$ cat src/hdl/pe_section_address_translator_defines.svh
// assertion helpers, sampled on clk and switched off while rst_n is low
`ifndef PE_SECTION_ADDRESS_TRANSLATOR_DEFINES_SVH
`define PE_SECTION_ADDRESS_TRANSLATOR_DEFINES_SVH

`ifndef SYNTHESIS

`define PST_ASSERT(lbl, prop, msg) \
  lbl: assert property (@(posedge clk) disable iff (!rst_n) prop) else $error(msg);

`define PST_NEVER(lbl, cond, msg) \
  `PST_ASSERT(lbl, !(cond), msg)

`else

`define PST_ASSERT(lbl, prop, msg)

`define PST_NEVER(lbl, cond, msg)

`endif

`endif

$ cat src/hdl/pst_pkg.sv
package pst_pkg;

  localparam int MAX_SECTIONS_DEF = 16;

  // request codes
  localparam logic [1:0] REQ_CLEAR  = 2'd0;
  localparam logic [1:0] REQ_APPEND = 2'd1;
  localparam logic [1:0] REQ_XLATE  = 2'd2;

  // address kinds
  localparam logic [1:0] KIND_OFF = 2'd0;
  localparam logic [1:0] KIND_RVA = 2'd1;
  localparam logic [1:0] KIND_VA  = 2'd2;
  localparam logic [1:0] KIND_BAD = 2'd3;

  typedef enum logic [2:0] {
    OP_NOP,
    OP_CLEAR,
    OP_APPEND,
    OP_PASS,
    OP_FAIL,
    OP_OFF,
    OP_RVA
  } op_t;

  typedef struct packed {
    logic [31:0] vaddr;
    logic [31:0] rawptr;
    logic [31:0] rawsize;
    logic [31:0] vsize;
  } sec_t;

  typedef struct packed {
    op_t         op;
    logic        to_va;
    logic [63:0] addr;
    sec_t        sec;
  } cmd_t;

endpackage

$ cat src/hdl/pst_front.sv
module pst_front import pst_pkg::*; (
  input  logic [1:0]  req_type,
  input  logic [31:0] sec_virtual_addr,
  input  logic [31:0] sec_raw_pointer,
  input  logic [31:0] sec_raw_size,
  input  logic [31:0] sec_virtual_size,
  input  logic [63:0] query_address,
  input  logic [1:0]  source_kind,
  input  logic [1:0]  target_kind,
  input  logic [63:0] image_base,
  output cmd_t        cmd
);

  logic [63:0] rva_of_va;

  assign rva_of_va = query_address - image_base;

  always_comb begin
    cmd.op        = OP_NOP;
    cmd.to_va     = 1'b0;
    cmd.addr      = query_address;
    cmd.sec.vaddr   = sec_virtual_addr;
    cmd.sec.rawptr  = sec_raw_pointer;
    cmd.sec.rawsize = sec_raw_size;
    cmd.sec.vsize   = sec_virtual_size;
    unique case (req_type)
      REQ_CLEAR:  cmd.op = OP_CLEAR;
      REQ_APPEND: cmd.op = OP_APPEND;
      REQ_XLATE: begin
        priority if (source_kind == KIND_BAD || target_kind == KIND_BAD) begin
          cmd.op = OP_FAIL;
        end else if (source_kind == target_kind) begin
          cmd.op = OP_PASS;
        end else if (source_kind == KIND_OFF) begin
          cmd.op    = OP_OFF;
          cmd.to_va = (target_kind == KIND_VA);
        end else if (source_kind == KIND_RVA) begin
          cmd.op    = OP_RVA;
          cmd.to_va = (target_kind == KIND_VA);
        end else if (query_address < image_base) begin
          cmd.op = OP_FAIL;
        end else begin
          // virtual source: rebase, then either hand out the rva or map it to a file offset
          cmd.addr = rva_of_va;
          cmd.op   = (target_kind == KIND_RVA) ? OP_PASS : OP_RVA;
        end
      end
      default: cmd.op = OP_NOP;
    endcase
  end

endmodule

$ cat src/hdl/pst_queue.sv
module pst_queue import pst_pkg::*; (
  input  logic clk,
  input  logic rst_n,
  input  logic push,
  input  cmd_t push_data,
  output logic full,
  input  logic pop,
  output cmd_t head,
  output logic head_vld
);

  cmd_t       slot_r [2];
  logic       wr_ptr_r;
  logic       rd_ptr_r;
  logic [1:0] cnt_r;
  logic [1:0] cnt_nxt;

  assign full     = (cnt_r == 2'd2);
  assign head_vld = (cnt_r != 2'd0);
  assign head     = slot_r[rd_ptr_r];

  always_comb begin
    cnt_nxt = cnt_r;
    if (push && !pop) cnt_nxt = cnt_r + 2'd1;
    if (pop && !push) cnt_nxt = cnt_r - 2'd1;
  end

  always_ff @(posedge clk) begin
    if (!rst_n) begin
      wr_ptr_r <= 1'b0;
      rd_ptr_r <= 1'b0;
      cnt_r    <= 2'd0;
    end else begin
      if (push) begin
        wr_ptr_r <= ~wr_ptr_r;
      end
      if (pop) begin
        rd_ptr_r <= ~rd_ptr_r;
      end
      cnt_r <= cnt_nxt;
    end
  end

  always_ff @(posedge clk) begin
    if (push) begin
      slot_r[wr_ptr_r] <= push_data;
    end
  end

endmodule

$ cat src/hdl/pst_back.sv
`include "pe_section_address_translator_defines.svh"

module pst_back import pst_pkg::*; #(
  parameter int MAX_SECTIONS = MAX_SECTIONS_DEF
) (
  input  logic        clk,
  input  logic        rst_n,
  input  cmd_t        cmd,
  input  logic        cmd_vld,
  output logic        cmd_pop,
  input  logic [63:0] image_base,
  output logic        out_empty,
  input  logic        out_pop,
  output logic        out_ok,
  output logic [63:0] out_translated,
  output logic        out_table_full
);

  localparam int CW = $clog2(MAX_SECTIONS + 1);
  localparam int IW = (MAX_SECTIONS > 1) ? $clog2(MAX_SECTIONS) : 1;

  typedef enum logic [1:0] {S_IDLE, S_EXEC, S_WALK, S_DONE} state_t;

  state_t      state_r;
  cmd_t        cmd_r;
  logic [CW-1:0] cnt_r;
  logic [CW-1:0] idx_r;
  logic [63:0] lowest_r;
  logic [32:0] highest_rel_r;
  logic [32:0] highest_off_r;
  sec_t        mem [MAX_SECTIONS];
  sec_t        rd_data_r;
  logic        rd_vld_r;
  logic        res_ok_r;
  logic [63:0] res_val_r;
  logic        res_full_r;
  logic        add_base_r;
  logic        out_valid_r;
  logic        out_ok_r;
  logic [63:0] out_val_r;
  logic        out_full_r;

  logic        room;
  logic        wr_en;
  logic        issue;
  logic        rd_en;
  logic        slot_free;
  logic [31:0] app_fsize;
  logic [32:0] app_end_rel;
  logic [32:0] app_end_off;
  logic        off_mode;
  logic [31:0] w_base;
  logic [31:0] w_size;
  logic [31:0] w_other;
  logic [32:0] w_end;
  logic [32:0] w_addr;
  logic [32:0] w_diff;
  logic        hit;
  logic [63:0] hit_val;

  assign room      = (cnt_r < CW'(MAX_SECTIONS));
  assign wr_en     = (state_r == S_EXEC) && (cmd_r.op == OP_APPEND) && room;
  assign issue     = (idx_r < cnt_r);
  assign rd_en     = (state_r == S_WALK) && issue;
  assign slot_free = !out_valid_r || out_pop;
  assign cmd_pop   = (state_r == S_IDLE) && cmd_vld;

  // section extent in file falls back to the memory size when there is no raw data
  assign app_fsize   = (cmd_r.sec.rawsize != 32'd0) ? cmd_r.sec.rawsize : cmd_r.sec.vsize;
  assign app_end_rel = {1'b0, cmd_r.sec.vaddr} + {1'b0, app_fsize};
  assign app_end_off = {1'b0, cmd_r.sec.rawptr} + {1'b0, app_fsize};

  always_comb begin
    off_mode = (cmd_r.op == OP_OFF);
    if (off_mode) begin
      w_base  = rd_data_r.rawptr;
      w_size  = (rd_data_r.rawsize != 32'd0) ? rd_data_r.rawsize : rd_data_r.vsize;
      w_other = rd_data_r.vaddr;
    end else begin
      w_base  = rd_data_r.vaddr;
      w_size  = rd_data_r.vsize;
      w_other = rd_data_r.rawptr;
    end
    w_end   = {1'b0, w_base} + {1'b0, w_size};
    w_addr  = cmd_r.addr[32:0];
    // an extent never reaches past 33 bits, so the upper address bits must be clear
    hit     = (cmd_r.addr[63:33] == 31'd0) && (w_addr >= {1'b0, w_base}) && (w_addr < w_end);
    w_diff  = w_addr - {1'b0, w_base};
    hit_val = {31'd0, {1'b0, w_other} + {1'b0, w_diff[31:0]}};
  end

  // section table
  always_ff @(posedge clk) begin
    if (wr_en) begin
      mem[cnt_r[IW-1:0]] <= cmd_r.sec;
    end
    if (rd_en) begin
      rd_data_r <= mem[idx_r[IW-1:0]];
    end
  end

  always_ff @(posedge clk) begin
    if (!rst_n) begin
      state_r       <= S_IDLE;
      cnt_r         <= '0;
      idx_r         <= '0;
      lowest_r      <= '1;
      highest_rel_r <= '0;
      highest_off_r <= '0;
      rd_vld_r      <= 1'b0;
      out_valid_r   <= 1'b0;
    end else begin
      if (out_valid_r && out_pop) begin
        out_valid_r <= 1'b0;
      end
      unique case (state_r)
        S_IDLE: begin
          if (cmd_vld) begin
            cmd_r   <= cmd;
            state_r <= S_EXEC;
          end
        end
        S_EXEC: begin
          res_ok_r   <= 1'b0;
          res_val_r  <= '0;
          res_full_r <= 1'b0;
          add_base_r <= 1'b0;
          idx_r      <= '0;
          rd_vld_r   <= 1'b0;
          state_r    <= S_DONE;
          unique case (cmd_r.op)
            OP_CLEAR: begin
              cnt_r         <= '0;
              lowest_r      <= '1;
              highest_rel_r <= '0;
              highest_off_r <= '0;
              res_ok_r      <= 1'b1;
            end
            OP_APPEND: begin
              if (room) begin
                cnt_r <= cnt_r + 1'b1;
                if ({32'd0, cmd_r.sec.vaddr} < lowest_r) begin
                  lowest_r <= {32'd0, cmd_r.sec.vaddr};
                end
                if (app_end_rel > highest_rel_r) begin
                  highest_rel_r <= app_end_rel;
                end
                if (app_end_off > highest_off_r) begin
                  highest_off_r <= app_end_off;
                end
                res_ok_r <= 1'b1;
              end else begin
                res_full_r <= 1'b1;
              end
            end
            OP_PASS: begin
              res_ok_r  <= 1'b1;
              res_val_r <= cmd_r.addr;
            end
            OP_RVA: begin
              priority if (cmd_r.addr < lowest_r) begin
                // below every section the address comes back unchanged
                res_ok_r  <= 1'b1;
                res_val_r <= cmd_r.addr;
              end else if (cmd_r.addr >= {31'd0, highest_rel_r}) begin
                res_ok_r <= 1'b0;
              end else if (cmd_r.to_va) begin
                res_ok_r   <= 1'b1;
                res_val_r  <= cmd_r.addr;
                add_base_r <= 1'b1;
              end else begin
                state_r <= S_WALK;
              end
            end
            OP_OFF: begin
              if (cmd_r.addr < {31'd0, highest_off_r}) begin
                add_base_r <= cmd_r.to_va;
                state_r    <= S_WALK;
              end
            end
            default: res_ok_r <= 1'b0;
          endcase
        end
        S_WALK: begin
          // one section read per cycle, judged the cycle after its read
          rd_vld_r <= issue;
          if (issue) begin
            idx_r <= idx_r + 1'b1;
          end
          if (rd_vld_r && hit) begin
            res_ok_r  <= 1'b1;
            res_val_r <= hit_val;
            rd_vld_r  <= 1'b0;
            state_r   <= S_DONE;
          end else if (!issue) begin
            add_base_r <= 1'b0;
            rd_vld_r   <= 1'b0;
            state_r    <= S_DONE;
          end
        end
        S_DONE: begin
          if (slot_free) begin
            out_valid_r <= 1'b1;
            out_ok_r    <= res_ok_r;
            out_val_r   <= add_base_r ? (image_base + res_val_r) : res_val_r;
            out_full_r  <= res_full_r;
            state_r     <= S_IDLE;
          end
        end
      endcase
    end
  end

  assign out_empty      = !out_valid_r;
  assign out_ok         = out_ok_r;
  assign out_translated = out_val_r;
  assign out_table_full = out_full_r;

  `PST_NEVER(a_cnt_in_range, cnt_r > CW'(MAX_SECTIONS), "section count beyond capacity")
  `PST_ASSERT(a_rd_only_in_walk, rd_vld_r |-> (state_r == S_WALK), "table read outside walk")
  `PST_ASSERT(a_idx_le_cnt, (state_r == S_WALK) |-> (idx_r <= cnt_r), "walk index past count")
  `PST_ASSERT(a_done_loads_out, (state_r == S_DONE && slot_free) |=> out_valid_r, "beat lost")
  `PST_ASSERT(a_fail_is_zero, (out_valid_r && !out_ok_r) |-> (out_val_r == 64'd0), "fail not zero")

endmodule

$ cat src/hdl/pe_section_address_translator.sv
// section address translator
// input channel: in_push / in_full, one beat per request (clear table, append
// section, translate address); a beat is taken when in_push is high and in_full low.
// result channel: out_empty / out_pop, exactly one result beat per request, in
// request order; a beat leaves when out_pop is high and out_empty low.
// cfg channel: cfg_valid / cfg_ready writes image_base; cfg_ready is always high,
// writes are expected only while no request is in flight.
// a two-entry queue sits between the decoder and the table engine, so input keeps
// flowing while the engine works or the result waits to be taken.
// steps: a request waits in the queue, then the engine takes it through IDLE, EXEC
// and DONE; a table walk adds WALK between EXEC and DONE, which visits the stored
// sections in order until one holds the address, one per cycle from the single-port
// section memory; the engine takes a new request only once the last result is loaded.
// if out_pop stays low the finished result holds, the engine stalls at its end and
// the queue then fills and raises in_full.
// reset clears the table, bounds, image_base and both channels; no clearing pass.
module pe_section_address_translator import pst_pkg::*; #(
  parameter int MAX_SECTIONS = MAX_SECTIONS_DEF
) (
  input  logic        clk,
  input  logic        rst_n,
  input  logic        in_push,
  output logic        in_full,
  input  logic [1:0]  in_req_type,
  input  logic [31:0] in_sec_virtual_addr,
  input  logic [31:0] in_sec_raw_pointer,
  input  logic [31:0] in_sec_raw_size,
  input  logic [31:0] in_sec_virtual_size,
  input  logic [63:0] in_query_address,
  input  logic [1:0]  in_source_kind,
  input  logic [1:0]  in_target_kind,
  output logic        out_empty,
  input  logic        out_pop,
  output logic        out_ok,
  output logic [63:0] out_translated,
  output logic        out_table_full,
  input  logic        cfg_valid,
  output logic        cfg_ready,
  input  logic [63:0] cfg_image_base
);

  logic [63:0] image_base_r;
  cmd_t        dec_cmd;
  cmd_t        q_head;
  logic        q_vld;
  logic        q_pop;
  logic        q_full;

  assign cfg_ready = 1'b1;
  assign in_full   = q_full;

  always_ff @(posedge clk) begin
    if (!rst_n) begin
      image_base_r <= '0;
    end else if (cfg_valid && cfg_ready) begin
      image_base_r <= cfg_image_base;
    end
  end

  pst_front u_front (
    .req_type         (in_req_type),
    .sec_virtual_addr (in_sec_virtual_addr),
    .sec_raw_pointer  (in_sec_raw_pointer),
    .sec_raw_size     (in_sec_raw_size),
    .sec_virtual_size (in_sec_virtual_size),
    .query_address    (in_query_address),
    .source_kind      (in_source_kind),
    .target_kind      (in_target_kind),
    .image_base       (image_base_r),
    .cmd              (dec_cmd)
  );

  pst_queue u_queue (
    .clk       (clk),
    .rst_n     (rst_n),
    .push      (in_push && !q_full),
    .push_data (dec_cmd),
    .full      (q_full),
    .pop       (q_pop),
    .head      (q_head),
    .head_vld  (q_vld)
  );

  pst_back #(
    .MAX_SECTIONS (MAX_SECTIONS)
  ) u_back (
    .clk            (clk),
    .rst_n          (rst_n),
    .cmd            (q_head),
    .cmd_vld        (q_vld),
    .cmd_pop        (q_pop),
    .image_base     (image_base_r),
    .out_empty      (out_empty),
    .out_pop        (out_pop),
    .out_ok         (out_ok),
    .out_translated (out_translated),
    .out_table_full (out_table_full)
  );

endmodule
$ cat config.mk
export PLATFORM = sky130hd
export DESIGN_NAME = pe_section_address_translator
export DESIGN_NICKNAME = d
export VERILOG_FILES = /design/src/hdl/pst_pkg.sv /design/src/hdl/pst_front.sv /design/src/hdl/pst_queue.sv /design/src/hdl/pst_back.sv /design/src/hdl/pe_section_address_translator.sv
export VERILOG_INCLUDE_DIRS = /design/src /design/src/hdl
export SDC_FILE = /design/constraint.sdc
export NUM_CORES = 2
export LEC_CHECK = 0
export ABC_AREA = 1
export BUFFER_PORTS_ARGS = -buffer_cell sky130_fd_sc_hd__buf_2
export CAP_MARGIN = 20
export CELL_PAD_IN_SITES_DETAIL_PLACEMENT = 1
export CELL_PAD_IN_SITES_GLOBAL_PLACEMENT = 1
export CORE_UTILIZATION = 46
export DETAILED_ROUTE_END_ITERATION = 16
export MAX_ROUTING_LAYER = met4
export PLACE_DENSITY = 0.77
export SLEW_MARGIN = 20
export SYNTH_ARGS = -nofsm -noshare
export SYNTH_HDL_FRONTEND = slang
export SYNTH_SLANG_ARGS = --single-unit
$ cat constraint.sdc
create_clock -name clk -period 9.9 [get_ports clk]
set_input_delay 0 -clock clk [delete_from_list [all_inputs] [get_ports clk]]
set_output_delay 0 -clock clk [all_outputs]
set_load 0.05 [all_outputs]
==> qor.yml <==
floorplan:
  pin_count: 336
  dieArea_um2: 309000
  rows: 202
  die_h_um: 556
  fp.dieW_um: 556
  core_region_area_um2: 304000
  start_util_pct: 46.4
clocking:
  postCtsResizedCells: 0
  cts_max_level: 5
  cts_tree: "yes"
  postCtsSetupBuffers: 0
  cts.reportedPaths.clkPinSlew_ps: 60
  ctsRootBufferMaster: "clkbuf_16"
  cts_made_buffers: 323
  clock_latency_ps: 960
  clockBufferDepth: 4
  cts.sink_count: 3078
  cts_hold_buf: 550
drt:
  vias: 110000
  wl_um: 557000
  vias_per_cell: 6.21
  drt-initial-drc-count: 14100
  ant_nets: 0
  post_drt_wl_per_cell_um: 31.4
  drc: 0
  dr.pass1.iters: 8
global_route:
  grt-ovfl-total: 0
  grt_pass1_vias: 114000
  grt_start_max_net_pins: 241
  grt_util_all_layers_pct: 36.4
  antenna_found_initial: 80
  grt_pass1_wl_um: 789000
hold_path:
  hp-class: "input pin to flop"
  worstHoldStart: "in_query_address[56]"
  hold_end: "u_queue.slot_r[1][184]"
  hold_depth: 4
timing:
  max_freq_mhz: 129
  setup_violations: 0
  slew_viol_final: 0
  rsz0062_at_grt: "false"
  slew_headroom_pct: 6.62
  fin_skew_ps: 113
  hold_viol: 0
  finalSetupTns_ps: 0
  post-route-period-util_pct: 78.1
  period_needed_ps: 7730
  worstMarginPinSlew_ps: 1390
power:
  p_leak_nw: 59.1
  power_density_nw_per_um2: 239
  power_mw: 39.1
  peakVddDrop_v: 0.000276
setup_path:
  r2r-end: "u_back.res_val_r[24]"
  cp.arrival_ps: 8270
  crit_slowest_cell: "o21ai_4"
  critical_path_class: "flop to flop"
  reg2reg_slack_ps: 2170
  critical_path.most_common_cell: "nand2_1"
  cpPeakStageDelay_ps: 890
  startpoint_type: "flop"
  worst-path-max-fanout: 40
  worstPathRequired_ps: 10430
  reg2reg_from: "u_back.rd_data_r[49]"
  cp-end-kind: "flop"
  ff2ff_path_depth: 29
finish:
  final_common_cell: "edfxtp_1"
  final_cell_mix: "edfxtp_1, nand2_1, nor2_1, o21ai_0, inv_1"
  final_nets: 14200
  synthToLayoutAreaGrowth_pct: 16.1
  layout-drive-gt1-share_pct: 8.14
placed_design:
  place_congestion: 1.01
  hpwl_um: 346000
  port_buffers: 334
run_status:
  run_status: "finished, final reports clean"
logic_synthesis:
  ys_seq_area_share_pct: 64.3
  async_flop_share_pct: 0
  ys_warn_count: 0
  synth_edf_count: 2897
  syn-cell-area_um2: 141000
  synth_ff_type: "edfxtp_1"
  syn_area_per_cell_um2: 11.2
  yosysUniqueCellTypes: 58
  synth_cells: 12500
  synth-seq-cells: 3078
  syn_nets: 13400
job:
  drv_cap: 0
==> critical path: cells and delay by family (launching register included) <==
family                   cells  cell delay (ps)
XOR/XNOR                     1              130
flip-flops                   1              410
adder cells (fa/ha/maj)      3              820
AO/OA/AOI/OAI                8             2890
AND/OR/NAND/NOR             14             2110
multiplexers                 1              310
buffers and inverters        2              640
==> sequential cells by signal (all words and copies together) (netlist names), 5 cells and up <==
| signal | count |
|---|---|
| image_base_r | 64 |
| u_back.out_translated | 64 |
| u_back.rd_data_r | 128 |
| u_back.cmd_r | 196 |
| u_queue.slot_r | 392 |
| u_back.highest_rel_r | 33 |
| u_back.highest_off_r | 33 |
| u_back.lowest_r | 33 |
| u_back.cnt_r | 5 |
| u_back.res_val_r | 64 |
| u_back.idx_r | 5 |
| u_back.mem | 2048 |
==> kinds of logic (layout without fill, tap and decap cells) <==
kind of cell             count (synthesis)  after routing  synth area share [%]
AO/OA/AOI/OAI                         2474           2474                  10.7
multiplexers                           243            243                  1.75
other                                    1             56               0.00266
buffers and inverters                 1391           2463                  3.77
adder cells (fa/ha/maj)                565            565                  5.05
flip-flops                            3078           3078                  64.3
AND/OR/NAND/NOR                       4580           4580                  13.2
XOR/XNOR                               202            202                  1.26
==> synthesized netlist by cell type, types with 3 or more instances <==
library cell / instances / share of area [%]
edfxtp_1: 2897 / 62
nand2_1: 2108 / 5.6
nor2_1: 1623 / 4.3
o21ai_0: 989 / 3.5
inv_1: 812 / 2.2
a21oi_1: 629 / 2.2
ha_1: 558 / 5.0
nand3_1: 502 / 1.8
clkbuf_1: 486 / 1.3
o32ai_1: 300 / 1.9
o221ai_1: 217 / 1.3
mux2i_1: 212 / 1.5
dfxtp_1: 181 / 2.6
xor2_1: 122 / 0.76
nand4_1: 121 / 0.54
nor3_1: 96 / 0.34
xnor2_1: 80 / 0.50
a31oi_1: 62 / 0.28
o211ai_1: 61 / 0.32
or2_2: 50 / 0.22
buf_2: 48 / 0.17
nor4_1: 46 / 0.20
a21o_1: 44 / 0.23
o21ai_1: 39 / 0.14
o21bai_1: 32 / 0.17
mux2_2: 31 / 0.25
buf_1: 27 / 0.072
a21boi_0: 26 / 0.14
o21a_1: 24 / 0.13
nand3b_1: 18 / 0.096
a211oi_1: 15 / 0.080
inv_2: 9 / 0.024
a221oi_1: 8 / 0.050
fa_1: 7 / 0.099
o2111ai_1: 7 / 0.043
o31ai_1: 7 / 0.037
and3_1: 5 / 0.022
buf_4: 4 / 0.021
a21oi_2: 3 / 0.019
clkinv_1: 3 / 0.0080
nor3b_1: 3 / 0.016
==> how the worst max path moves through the flow <==
stage	startpoint	end	cells after the start
detailed placement	u_back.rd_data_r[36]	u_back.res_ok_r	29
global route	u_back.rd_data_r[36]	u_back.res_ok_r	29
floorplan	u_back.state_r[1]	u_back.cmd_r[0]	4
finish	u_back.rd_data_r[49]	u_back.res_val_r[24]	29
global placement	u_back.rd_data_r[33]	u_back.res_val_r[15]	29
CTS	u_back.rd_data_r[49]	u_back.res_val_r[34]	29
==> where the power goes <==
group          total, mW  switching [mW]  internal (mW)
sequential          16.8            1.07           15.7
clock               12.4            5.46           6.94
combinational       9.91            7.06           2.85
==> metrics by stage <==
stage | setup WS (ps) | util [%] | std cells | hold WS [ps] | cell area (um^2)
5_1_grt | 1530 | 53.9 | 17700 | 57.8 | 164000
6_report | 2170 | 53.9 | 17700 | 36.4 | 164000
3_3_place_gp | 2350 | 48.5 | 16500 | 186 | 147000
3_5_place_dp | 2220 | 48.5 | 16500 | 191 | 147000
4_1_cts | 2140 | 53.8 | 17700 | 3.51 | 163000
2_1_floorplan | 269 | - | 12500 | 98.9 | 141000
==> final cells by class <==
| type | count | area [um^2] |
|---|---|---|
| diodes | 55 | 138 |
| clock buffers | 392 | 8540 |
| clock inverters | 192 | 1970 |
| fillers | 31600 | 140000 |
| inverters | 824 | 3120 |
| multi-input cells | 8065 | 45200 |
| flip-flops and latches | 3078 | 90600 |
| well taps | 4080 | 5100 |
| repair buffers | 1055 | 8890 |
==> metal layers <==
| metal | GRT usage (%) | vias up | wire length [um] |
|---|---|---|---|
| met2 | 56.7 | 6181 | 259000 |
| met3 | 6.77 | 1480 | 51500 |
| met4 | 17.0 | 0 | 29900 |
| met1 | 46.1 | 55600 | 217000 |
| li1 | - | 46800 | - |
| met5 | - | - | 0 |
No activity file was read; power rests on OpenSTA's default activity.
